## src/rtl/core/stree_pkg.sv

```systemverilog
// Shared constants, command and status types for the segment tree range sum block.
package stree_pkg;

  localparam int MAX_ELEMENTS = 1024;
  localparam int IDX_W        = $clog2(MAX_ELEMENTS);
  localparam int NODE_W       = IDX_W + 1;
  localparam int NODES        = 2 * MAX_ELEMENTS;
  localparam int BND_W        = NODE_W + 1;
  localparam int VAL_W        = 32;
  localparam int SUM_W        = 42;
  localparam int CNT_W        = 11;
  localparam int CNT_RESET    = 1024;
  localparam int IN_DATA_W    = 64;
  localparam int OUT_DATA_W   = 48;

  localparam logic CMD_QUERY  = 1'b0;
  localparam logic CMD_UPDATE = 1'b1;

  typedef enum logic [2:0] {
    ST_CLEAR,
    ST_IDLE,
    ST_SETUP,
    ST_UPD_WR,
    ST_UPD_SUM,
    ST_QRY_A,
    ST_QRY_B,
    ST_DONE
  } stree_state_t;

  // controller to datapath
  typedef struct packed {
    logic load;
    logic setup;
    logic clr_step;
    logic upd_write;
    logic upd_sum;
    logic qry_a;
    logic qry_b;
    logic out_load;
  } stree_cmd_t;

  // datapath to controller
  typedef struct packed {
    logic clr_last;
    logic is_upd;
    logic upd_bad;
    logic qry_empty;
    logic node_root;
    logic a_lt_b;
    logic out_free;
  } stree_status_t;

endpackage

```

## src/rtl/core/stree_ctrl.sv

```systemverilog
// Sequencer for clearing, updates and queries of the segment tree.
module stree_ctrl (
  input  logic                   clk,
  input  logic                   rst,
  input  logic                   in_valid,
  output logic                   in_ready,
  input  stree_pkg::stree_status_t sts,
  output stree_pkg::stree_cmd_t    cmd
);

  stree_pkg::stree_state_t state, state_next;

  // state register
  always_ff @(posedge clk) begin
    if (rst) begin
      state <= stree_pkg::ST_CLEAR;
    end else begin
      state <= state_next;
    end
  end

  // next state and commands
  always_comb begin
    state_next = state;
    cmd        = '0;
    in_ready   = 1'b0;
    unique case (state)
      stree_pkg::ST_CLEAR: begin
        cmd.clr_step = 1'b1;
        if (sts.clr_last) state_next = stree_pkg::ST_IDLE;
      end
      stree_pkg::ST_IDLE: begin
        in_ready = 1'b1;
        if (in_valid) begin
          cmd.load   = 1'b1;
          state_next = stree_pkg::ST_SETUP;
        end
      end
      stree_pkg::ST_SETUP: begin
        cmd.setup = 1'b1;
        if (sts.is_upd && !sts.upd_bad) state_next = stree_pkg::ST_UPD_WR;
        else if (!sts.is_upd && !sts.qry_empty) state_next = stree_pkg::ST_QRY_A;
        else state_next = stree_pkg::ST_DONE;
      end
      // write node, fetch its sibling
      stree_pkg::ST_UPD_WR: begin
        cmd.upd_write = 1'b1;
        state_next = sts.node_root ? stree_pkg::ST_DONE : stree_pkg::ST_UPD_SUM;
      end
      stree_pkg::ST_UPD_SUM: begin
        cmd.upd_sum = 1'b1;
        state_next  = stree_pkg::ST_UPD_WR;
      end
      // left boundary of the current level
      stree_pkg::ST_QRY_A: begin
        if (sts.a_lt_b) begin
          cmd.qry_a  = 1'b1;
          state_next = stree_pkg::ST_QRY_B;
        end else begin
          state_next = stree_pkg::ST_DONE;
        end
      end
      // right boundary, then climb one level
      stree_pkg::ST_QRY_B: begin
        cmd.qry_b  = 1'b1;
        state_next = stree_pkg::ST_QRY_A;
      end
      stree_pkg::ST_DONE: begin
        if (sts.out_free) begin
          cmd.out_load = 1'b1;
          state_next   = stree_pkg::ST_IDLE;
        end
      end
      default: state_next = stree_pkg::ST_IDLE;
    endcase
  end

endmodule

```

## config.mk

```make
export PLATFORM = sky130hd
export DESIGN_NAME = stree_ctrl
export DESIGN_NICKNAME = d
export VERILOG_FILES = /design/src/rtl/core/stree_pkg.sv /design/src/rtl/core/stree_ctrl.sv
export SDC_FILE = /design/constraint.sdc
export NUM_CORES = 1
export LEC_CHECK = 0
export ABC_AREA = 1
export BUFFER_PORTS_ARGS = -buffer_cell sky130_fd_sc_hd__buf_4
export CAP_MARGIN = 10
export CORE_AREA = 2 2 39 41
export CTS_CLUSTER_SIZE = 40
export DETAILED_ROUTE_END_ITERATION = 10
export DIE_AREA = 0 0 41 43
export GPL_TIMING_DRIVEN = 1
export PLACE_DENSITY_LB_ADDON = 0.05
export RECOVER_POWER = 25
export SLEW_MARGIN = 5
export SYNTH_ARGS = -nofsm -noshare
export SYNTH_HDL_FRONTEND = slang
export SYNTH_SLANG_ARGS = --single-unit
```

## constraint.sdc

```tcl
create_clock -name clk -period 2.1 [get_ports clk]
set_clock_uncertainty 0.05 [all_clocks]
set_input_delay 0.63 -clock clk [delete_from_list [all_inputs] [get_ports clk]]
set_output_delay 0.63 -clock clk [all_outputs]
set_load 0.02 [all_outputs]
```

## Word level (Yosys, flattened, before mapping)

Cells that the tools add are included.
W data, S select, Z words.

- Output and inout bits: 9
- Flip-flop bits (word level): 3
- Logic and storage cells: 38
- Bits of input ports: 10

- Mux-type cells: 20
- Eq/ne operators: 10
- Reduce and logical (&&, ||, !) cells: 7

Operators by type and width:

| kind | number |
|---|---|
| $pmux W3 S8 | 1 |
| $mux W1 | 13 |
| $eq A3 B3 Y1 const B | 4 |
| $mux W3 | 4 |
| $eq A3 B2 Y1 const B | 2 |
| $ne A2 B2 Y1 const B | 3 |
| $mux W2 | 2 |
| $eq A3 B1 Y1 const B | 1 |
| $logic_not A1 Y1 | 3 |
| $logic_not A3 Y1 | 1 |
| $reduce_and A3 Y1 | 1 |
| $logic_and A1 B1 Y1 | 2 |

## Depth between registers and ports, before layout

Gate-level depths: netlist (run 1).

- Depth in word-level cells: 5
- Depth in mapped cells: 8
- Mapped depth without buffers: 8

## Worst setup path after synthesis (run 1)

OpenSTA, ideal clock, no wires.

- Path type: input port to output port
- From: input sts[0] in the netlist's numbering
- To: output cmd[0] in the netlist's numbering
- Setup slack: 0.465 ns
- Arrival time: 0.955 ns
- Required time: 1.420 ns
- Stages on the path: 2
- Buffers on the path: 0
- Cell sequence: inv_1 > nor2_1

RTL lines:

| element | line | RTL |
|---|---|---|
| from (decl) | stree_ctrl.sv:7 | `input stree_pkg::stree_status_t sts,` |
| to (decl) | stree_ctrl.sv:8 | `output stree_pkg::stree_cmd_t cmd` |

==> results of run 1 <==
[cells in the final DEF, fill, tap and decap left out]
cell / count
sky130_fd_sc_hd__dfxtp_1: 3
sky130_fd_sc_hd__nor2_1: 8
sky130_fd_sc_hd__buf_4: 18
sky130_fd_sc_hd__a21oi_1: 1
sky130_fd_sc_hd__nand2_1: 10
sky130_fd_sc_hd__nor2_2: 1
sky130_fd_sc_hd__clkbuf_1: 1
sky130_fd_sc_hd__inv_2: 3
sky130_fd_sc_hd__inv_1: 12
sky130_fd_sc_hd__nand4_1: 2
sky130_fd_sc_hd__clkbuf_4: 3
sky130_fd_sc_hd__o21ai_1: 2
sky130_fd_sc_hd__nor2_4: 1
sky130_fd_sc_hd__nand3_1: 6
sky130_fd_sc_hd__a21oi_2: 1
sky130_fd_sc_hd__o21ai_0: 2
[final timing paths]
path / endpoint / cells past startpoint
worst max-delay path: cmd[2] / 3
worst min-delay path: state[1] / 2
worst max register to register: state[1] / 6
worst min register to register: state[1] / 2
[power by group through the flow]
stage	Clock (mW)	Combinational, mW	Sequential (mW)
after floorplan	0	0.0704	0.0674
after global placement	0	0.101	0.0785
after detailed placement	0	0.100	0.0775
after CTS	0.104	0.101	0.0767
after global routing	0.106	0.110	0.0780
final	0.0974	0.0971	0.0771
[routing by layer]
layer  global-route usage [%]  wire length [um]  vias up  share of wire, %
met4                     4.00                 0        0                 0
met5                        0                 0        -                 0
met2                     15.3               360        7                48
met3                     2.09                33        0               4.4
met1                     12.8               357      155                48
li1                         -                 -      205                 -
[cells by family after synthesis]
kind of cell / share of synthesized area (%)
flops: 21.1
simple gates: 45.6
buf+inv: 21.5
compound gates: 11.8
[per-stage QoR]
stage / instances / worst slack, ps / power, mW
detailed placement: 86 / 434 / 0.178
global placement: 86 / 440 / 0.179
CTS: 90 / 240 / 0.281
global route: 90 / 139 / 0.294
floorplan: 53 / 465 / 0.138
finish: 90 / 246 / 0.272
[critical path, stage by stage, from the launching register on]
cell and delay (ps):
sky130_fd_sc_hd__dfxtp_1 520, sky130_fd_sc_hd__nand3_1 170, sky130_fd_sc_hd__nor2_1 110, sky130_fd_sc_hd__buf_4 140
[cell type report]
| type | instances | area (um2) | area share [%] |
|---|---|---|---|
| multi-input combinational | 34 | 161 | 35.1 |
| clock buffer | 4 | 26.3 | 5.72 |
| timing repair buffer | 18 | 135 | 29.4 |
| sequential | 3 | 60.1 | 13.1 |
| inverter | 15 | 56.3 | 12.3 |
| tap | 16 | 20.0 | 4.36 |
==> key figures, run 1 <==
Outcome
  – Result of the run: completed

Hold path
  – Worst min-delay path class: input port to flip-flop
  – Hold path startpoint: rst

Synthesis
  – Register bit total from synthesis: 3
  – Synthesized area per cell: 5.38 um2
  – Sequential cell area fraction in the yosys report: 21.1%
  – Number of synthesized flops with an enable pin: 0
  – Cell accounting for the most synthesized area: sky130_fd_sc_hd__dfxtp_1
  – Post-Synthesis Net Count: 63
  – Most used standard cells in the synthesized netlist: sky130_fd_sc_hd__inv_1 (12), sky130_fd_sc_hd__nand2_1 (10), sky130_fd_sc_hd__nor2_1 (7)
  – Leading cell types by total area after synthesis: sky130_fd_sc_hd__dfxtp_1 (21%), sky130_fd_sc_hd__inv_1 (16%), sky130_fd_sc_hd__nand2_1 (13%), sky130_fd_sc_hd__nand3_1 (11%), sky130_fd_sc_hd__nor2_1 (9.2%)
  – Number of different library cells in the post-synthesis netlist: 14
  – Cells after synthesis: 53
  – Syn. warnings: 0
  – Leading cell type by number of instances after synthesis: sky130_fd_sc_hd__inv_1
  – Yosys top cell area share: 21.1%
  – Fraction of registers with async set/reset: 0%
  – Post-synthesis instance area: 285 um2
  – Top flip-flop cell by instance count after synthesis: sky130_fd_sc_hd__dfxtp_1

Detailed routing
  – Count of routing violations after the opening detailed-route iteration: 6
  – Wire length reported by the detailed router: 751 um
  – Final routed DRC violation total: 0
  – Vias per cell: just over 4
  – Antenna Violating Nets Remaining: 0
  – Via count: 367
  – Routed wire length per instance: around 8.3 um
  – DRT Pass-1 Iters: 2

STA
  – Setup total negative slack: 0 ps
  – Unrepaired setup endpoints after global routing: false
  – Final number of hold-violating endpoints: 0
  – Final Slew Violations: 0
  – Worst hold margin: 515 ps
  – Max-slew headroom at the worst pin: 76.8%
  – Minimum period implied by the final worst setup slack: between 1500 and 2000 ps
  – Slew at the pin closest to its max-slew limit: 347 ps
  – FMAX: between 500 and 600 MHz
  – Total setup violations reported at the end of the flow: 0
  – Tcrit/Tclk final: 88.3%

Floorplanning
  – Placeable core region: 0.00138 mm2
  – Die boundary height: roughly 43 um
  – Horizontal die dimension: 41 um
  – Row cnt: 14
  – IO Count: 19
  – Effective utilization at floorplan: 20.6%
  – Total die area: 0.00176 mm2

CTS
  – Largest buffer count on any clock path: 2
  – TritonCTS clock tree: built
  – Quantity of gates resized following cts: 0
  – # clock sinks: 3
  – Clock transition at path regs: 40 ps
  – Number of CTS-inserted buffers: 3
  – Count of hold-fix buffers inserted at cts: 0
  – Worst skew pair latency: 230 ps
  – Buffers inserted by post-CTS timing repair: 0
  – Root Driver: sky130_fd_sc_hd__clkbuf_4
  – H-tree levels: 1

Cells and area
  – Register containing the most flip-flops in the final layout: state
  – End-of-flow core utilization: between 30% and 40%
  – Number of fillers in the final layout: 158
  – Max reg flops: 3
  – Layout area overhead: 61.0%
  – Inserted Diodes: 0
  – Final net count: 85
  – Final design area excluding fillers: 459 um2
  – Registers with the most flip-flops: state: 3 flops
  – Fraction of final layout cells sized beyond drive strength 1: a little over a third

Power and ir drop
  – Cell Int Power: 177 uW
  – Net Switching: 94.2 uW
  – PD cells: between 500 and 600 mW/mm2
  – VDD IR-drop max: 0.294 mV
  – Leakage power total: 0.289 nW
  – Part of the total power dissipated in the clock network: 35.9%
  – Gate power share: 35.7%
  – Proportion of power drawn by flip-flops and latches: roughly 28%
  – Switching Share: a little over a third

Critical path
  – Highest net fanout along the worst path: 9
  – Required time worst endpoint: around 1400 ps
  – Origin of the worst setup path: state[0]
  – Critical path type: flip-flop to primary output
  – Worst setup SP type: flip-flop
  – Category of the worst setup path capture point: primary output
  – Worst path arrival time: 1170 ps
  – Start of the worst register-to-register path: state[0]
  – Worst R2R Setup Slack: 840 ps

Global route
  – Overall track demand over capacity in global routing: under 10%
  – Initial antenna violation count: 0
  – Global-route wire length before repair: 1250 um
  – Maximum number of pins on one net before global-route repair: 10
  – Number of global-route vias before repair: 341
  – Total congestion overflow after global routing: 0

Placement
  – Detailed Place HPWL: a little over 600 um
  – Area of placed instances: 435 um2
  – Final GP Congestion: around 0.68
  – Input/output buffers: 18

Run
  – Maxcap violations: 0
(Power assumes the default switching activity.)
==> run 2, diff against run 1 <==
Settings changed: PLACE_DENSITY_LB_ADDON 0.05 to default, SLEW_MARGIN 5 to 15.
==> run 2 against run 1 <==
- non-clock buffer count is the same
- setup slack got worse by 62 ps
- final area shrank 1.1%
- via count up 4.9%
- wire length shrank 7.1%
- die area is the same
- critical path type unchanged
- critical endpoint is now cmd[6]
- highest routed layer unchanged
==> key figures, run 2 (same netlist as run 1, synthesis figures left out) <==
Critical path
  – Crit Reg-Reg Endpoint: state[1]
  – Delay of the slowest cell on the worst path: 410 ps
  – Bufs and invs on worst path: 3
  – Worst path cell trace: inv_2 > nor2_1 > inv_2 > nor2_2 > buf_4
  – Category of the worst setup path capture point: primary output
  – Worst R2R Setup Slack: 860 ps
  – Critical path type: flip-flop to primary output
  – Required time worst endpoint: 1420 ps
  – Start of the worst register-to-register path: state[2]
  – Highest net fanout along the worst path: 6
  – Worst setup SP type: flip-flop
  – Kind of cell with the highest combined delay on the critical path: flip-flops
  – Highest-delay cell along the critical path: sky130_fd_sc_hd__dfxtp_1
  – Worst path arrival time: 1240 ps
  – Worst Reg2Reg Path Length in Cells: 6
  – Cell occurring most often along the worst timing path: sky130_fd_sc_hd__inv_2

Floorplanning
  – Horizontal die dimension: ~41 um
  – Total die area: approximately 0.0018 mm2
  – Row cnt: 14
  – Die boundary height: between 40 and 50 um
  – Effective utilization at floorplan: about a fifth
  – IO Count: 19
  – Placeable core region: 0.00138 mm2

Hold path
  – Hold Path Sink: state[1]
  – Number of instances on the worst hold path: 2
  – Worst min-delay path class: input port to flip-flop
  – Hold path startpoint: rst

Cells and area
  – Commonest cells after routing, fill and taps aside: sky130_fd_sc_hd__buf_4 (18), sky130_fd_sc_hd__inv_1 (13), sky130_fd_sc_hd__nand2_1 (10)
  – Registers with the most flip-flops: state: 3 flops
  – Layout area overhead: 59.2%
  – Final net count: 85
  – Max reg flops: 3
  – Inserted Diodes: 0
  – Number of fillers in the final layout: 150
  – Most common cell after layout, fill and taps aside: sky130_fd_sc_hd__buf_4
  – Fraction of final layout cells sized beyond drive strength 1: 35.1%
  – End-of-flow core utilization: 32.8%
  – Register containing the most flip-flops in the final layout: state

Global route
  – Number of global-route vias before repair: about 280
  – Global-route wire length before repair: 1010 um
  – Total congestion overflow after global routing: 0
  – Overall track demand over capacity in global routing: just over 8%
  – Initial antenna violation count: 0
  – Maximum number of pins on one net before global-route repair: 10

Run
  – Maxcap violations: 0

STA
  – Total setup violations reported at the end of the flow: 0
  – Minimum period implied by the final worst setup slack: around 1900 ps
  – Tcrit/Tclk final: 91.2%
  – Final number of hold-violating endpoints: 0
  – Final Slew Violations: 0
  – Slew at the pin closest to its max-slew limit: roughly 260 ps
  – Setup total negative slack: 0 ps
  – FMAX: 522 MHz
  – Unrepaired setup endpoints after global routing: false
  – Slack of the critical path: 184 ps
  – Max-slew headroom at the worst pin: 82.8%

Detailed routing
  – Via count: approximately 390
  – DRT Pass-1 Iters: 4
  – Max Used Layer: met3
  – Metal2 WL: between 200 and 300 um
  – Final routed DRC violation total: 0
  – Antenna Violating Nets Remaining: 0
  – Wire length reported by the detailed router: 698 um
  – Met3 Routed Length: 70 um
  – Count of routing violations after the opening detailed-route iteration: 8
  – Routed wire length per instance: 7.76 um
  – Vias per cell: 4.28
  – Met1 Wirelength: 332 um

Outcome
  – Result of the run: completed

Power and ir drop
  – Leakage power total: 0.289 nW
  – PD cells: 597 mW/mm2
  – Power, Total: 271 uW
  – VDD IR-drop max: approximately 0.22 mV

CTS
  – TritonCTS clock tree: built
  – Quantity of gates resized following cts: 0
  – H-tree levels: 1
  – Buffers inserted by post-CTS timing repair: 0
  – # clock sinks: 3
  – Root Driver: sky130_fd_sc_hd__clkbuf_4
  – Number of CTS-inserted buffers: 3
  – Largest buffer count on any clock path: 2
  – Count of hold-fix buffers inserted at cts: 0
  – Worst skew pair latency: 230 ps
  – Clock transition at path regs: approximately 40 ps

Placement
  – Input/output buffers: 18
  – Final GP Congestion: 0.830
  – Detailed Place HPWL: 582 um
  – Placement Setup Slack: 428 ps
run 2: changes by cell type in the layout (fill, tap and decap cells not counted):
cell                     previous run  this run
sky130_fd_sc_hd__nor2_2             1         2
sky130_fd_sc_hd__inv_1             12        13
sky130_fd_sc_hd__inv_2              3         2
sky130_fd_sc_hd__nor2_4             1         0
run 2: area by class of cell:
class | count | area (um2) | share of cell area [%]
Multi-Input combinational cell | 34 | 156 | 34.4
Timing Repair Buffer | 18 | 135 | 29.8
Sequential cell | 3 | 60.1 | 13.2
Inverter | 15 | 56.3 | 12.4
Clock buffer | 4 | 26.3 | 5.79
Tap cell | 16 | 20.0 | 4.41
run 2: worst register-to-register path, stage by stage, from the launching register on:
cell                      delay, ps
sky130_fd_sc_hd__dfxtp_1        440
sky130_fd_sc_hd__inv_1          140
sky130_fd_sc_hd__nand2_1        140
sky130_fd_sc_hd__nand2_1         70
sky130_fd_sc_hd__nor2_2         130
sky130_fd_sc_hd__o21ai_1         90
sky130_fd_sc_hd__a21oi_2        110
run 2: report_power, final:
group | internal [mW] | leakage [nW] | switching [mW]
logic | 0.0437 | 0.249 | 0.0549
clock network | 0.0711 | 0.0150 | 0.0277
registers | 0.0631 | 0.0245 | 0.0108
total | 0.178 | 0.289 | 0.0934
run 2: how the worst max path moves through the flow:
stage,from,to,slack [ps],depth (start not counted)
finish,state[1],cmd[6],180,5
global route,state[1],cmd[6],80,5
CTS,state[0],cmd[2],240,3
detailed placement,sts[0],cmd[0],430,4
global placement,sts[0],cmd[0],430,4
floorplan,sts[0],cmd[0],470,2
run 2: stage by stage:
stage               hold WS [ps]  instances  instance area (um2)
floorplan                    509         53                  285
global placement             573         86                  435
detailed placement           573         86                  435
CTS                          506         90                  462
global route                 513         90                  454
finish                       513         90                  454
run 2: layer usage:
layer  GRT usage, %  up-vias
met3           3.14        0
met2           11.3       19
met5              0        -
met4           4.00        0
li1               -      201
met1           11.2      165
==> run 3, diff against run 2 <==
Settings changed: CELL_PAD_IN_SITES_DETAIL_PLACEMENT from default to 1, CELL_PAD_IN_SITES_GLOBAL_PLACEMENT from default to 1, HOLD_SLACK_MARGIN from default to 0.03, PLACE_DENSITY_LB_ADDON from default to 0.1.
==> run 3 against run 2 <==
- combinational power fell by 1%
- non-clock buffer count did not move
- sequential cell count did not move
- utilization rose by 0.36 points
- final cell count did not move
- worst hold slack got worse by 2.1 ps
- fmax rose by 2.4%
- wire length rose by 11%
- register-to-register slack got worse by 70 ps
- first-iteration DRC count did not move
- power rose by 0.18%
- count of clock-buffer cells in the layout did not move
- largest cell class unchanged
- highest routed layer unchanged
==> key figures, run 3 (same netlist as run 1, synthesis figures left out) <==
Critical path
  – Worst Reg2Reg Path Length in Cells: 6
  – Start of the worst register-to-register path: state[2]
  – Number of cells on the critical path: 4
  – Required time worst endpoint: 1420 ps
  – Highest-delay cell along the critical path: sky130_fd_sc_hd__dfxtp_1
  – Origin of the worst setup path: state[2]
  – Kind of cell with the highest combined delay on the critical path: flip-flops
  – Highest net fanout along the worst path: 7
  – Worst path cell trace: inv_1 > nand3_1 > nor2_1 > buf_4
  – Worst R2R Setup Slack: between 700 and 800 ps
  – Worst path arrival time: 1190 ps
  – Capture point of the critical path: cmd[7]
  – Category of the worst setup path capture point: primary output
  – Crit Reg-Reg Endpoint: state[1]
  – Critical path type: flip-flop to primary output
  – Delay of the slowest cell on the worst path: 460 ps
  – Bufs and invs on worst path: 2
  – Worst setup SP type: flip-flop

CTS
  – H-tree levels: 1
  – # clock sinks: 3
  – Number of CTS-inserted buffers: 3
  – Worst skew pair latency: 230 ps
  – Quantity of gates resized following cts: 0
  – Buffers inserted by post-CTS timing repair: 0
  – Root Driver: sky130_fd_sc_hd__clkbuf_4
  – Count of hold-fix buffers inserted at cts: 0
  – Largest buffer count on any clock path: 2
  – TritonCTS clock tree: built
  – Clock transition at path regs: 30 ps

Run
  – Maxcap violations: 0

STA
  – Tcrit/Tclk final: 89.1%
  – Final Slew Violations: 0
  – Slew at the pin closest to its max-slew limit: 340 ps
  – FMAX: 535 MHz
  – Unrepaired setup endpoints after global routing: false
  – Max-slew headroom at the worst pin: roughly 77%
  – Total setup violations reported at the end of the flow: 0
  – Final number of hold-violating endpoints: 0
  – Slack of the critical path: 229 ps
  – Setup total negative slack: 0 ps
  – Minimum period implied by the final worst setup slack: around 1900 ps
  – Worst hold margin: 511 ps

Power and ir drop
  – Leakage power total: slightly below 0.3 nW
  – VDD IR-drop max: 0.491 mV
  – PD cells: 592 mW/mm2

Placement
  – Input/output buffers: 18
  – Total placed cells including tap cells: 86
  – Placement Setup Slack: 427 ps
  – Detailed Place HPWL: around 670 um
  – Final GP Congestion: between 0.6 and 0.7
  – Area of placed instances: approximately 440 um2

Cells and area
  – Most common cell after layout, fill and taps aside: sky130_fd_sc_hd__buf_4
  – Final design area excluding fillers: 459 um2
  – Commonest cells after routing, fill and taps aside: sky130_fd_sc_hd__buf_4 (18), sky130_fd_sc_hd__inv_1 (13), sky130_fd_sc_hd__nand2_1 (10)
  – Fraction of final layout cells sized beyond drive strength 1: 35.1%
  – Registers with the most flip-flops: state: 3 flops
  – Max reg flops: 3
  – Non-filler cells in the finished layout: 90
  – Layout area overhead: 61.0%
  – Register containing the most flip-flops in the final layout: state
  – Final net count: 85
  – Inserted Diodes: 0

Floorplanning
  – Die boundary height: about 43 um
  – Effective utilization at floorplan: 20.6%
  – Placeable core region: 0.00138 mm2
  – Row cnt: 14
  – IO Count: 19
  – Horizontal die dimension: 41 um
  – Total die area: about 0.0018 mm2

Hold path
  – Worst min-delay path class: input port to flip-flop

Global route
  – Total congestion overflow after global routing: 0
  – Maximum number of pins on one net before global-route repair: 10
  – Number of global-route vias before repair: 358
  – Initial antenna violation count: 0
  – Overall track demand over capacity in global routing: 10.8%
  – Global-route wire length before repair: 1350 um

Detailed routing
  – Routed wire length per instance: 8.58 um
  – Wire length reported by the detailed router: 772 um
  – Antenna Violating Nets Remaining: 0
  – Via count: 380
  – Vias per cell: 4.22
  – Final routed DRC violation total: 0
  – Count of routing violations after the opening detailed-route iteration: 8
  – DRT Pass-1 Iters: 4

Outcome
  – Result of the run: completed
-- run 3: cell counts in the layout (fill, tap and decap cells not counted) --
Identical to the previous run, type by type.
-- run 3: layout make-up --
class	instances	area, um2
timing repair buffer	18	135
multi-input combinational	34	161
clock buffer	4	26.3
inverter	15	56.3
fill	207	925
sequential	3	60.1
tap	16	20.0
-- run 3: how the worst min path moves through the flow --
stage	to	startpoint	cells after the start	slack (ps)
2_1_floorplan	state[1]	state[1]	2	510
3_3_place_gp	state[1]	state[1]	2	600
3_5_place_dp	state[1]	state[1]	2	580
4_1_cts	state[1]	rst	2	500
5_1_grt	state[1]	rst	2	500
6_report	state[1]	rst	2	510
-- run 3: power by group --
part / internal [mW] / total, mW / switching (mW)
Clock: 0.0710 / 0.0980 / 0.0270
Combinational: 0.0429 / 0.0972 / 0.0542
Sequential: 0.0631 / 0.0766 / 0.0135
Total: 0.177 / 0.272 / 0.0947
-- run 3: per-stage QoR --
stage	utilization, %	power (mW)
floorplan	-	0.138
global placement	31.5	0.179
detailed placement	31.5	0.180
CTS	33.4	0.283
global route	33.2	0.302
finish	33.2	0.272
-- run 3: layer usage --
metal  wire (um)  track usage, %
met3          56            6.28
met1         359            14.4
met4           0               0
met2         356            15.9
met5           0               0
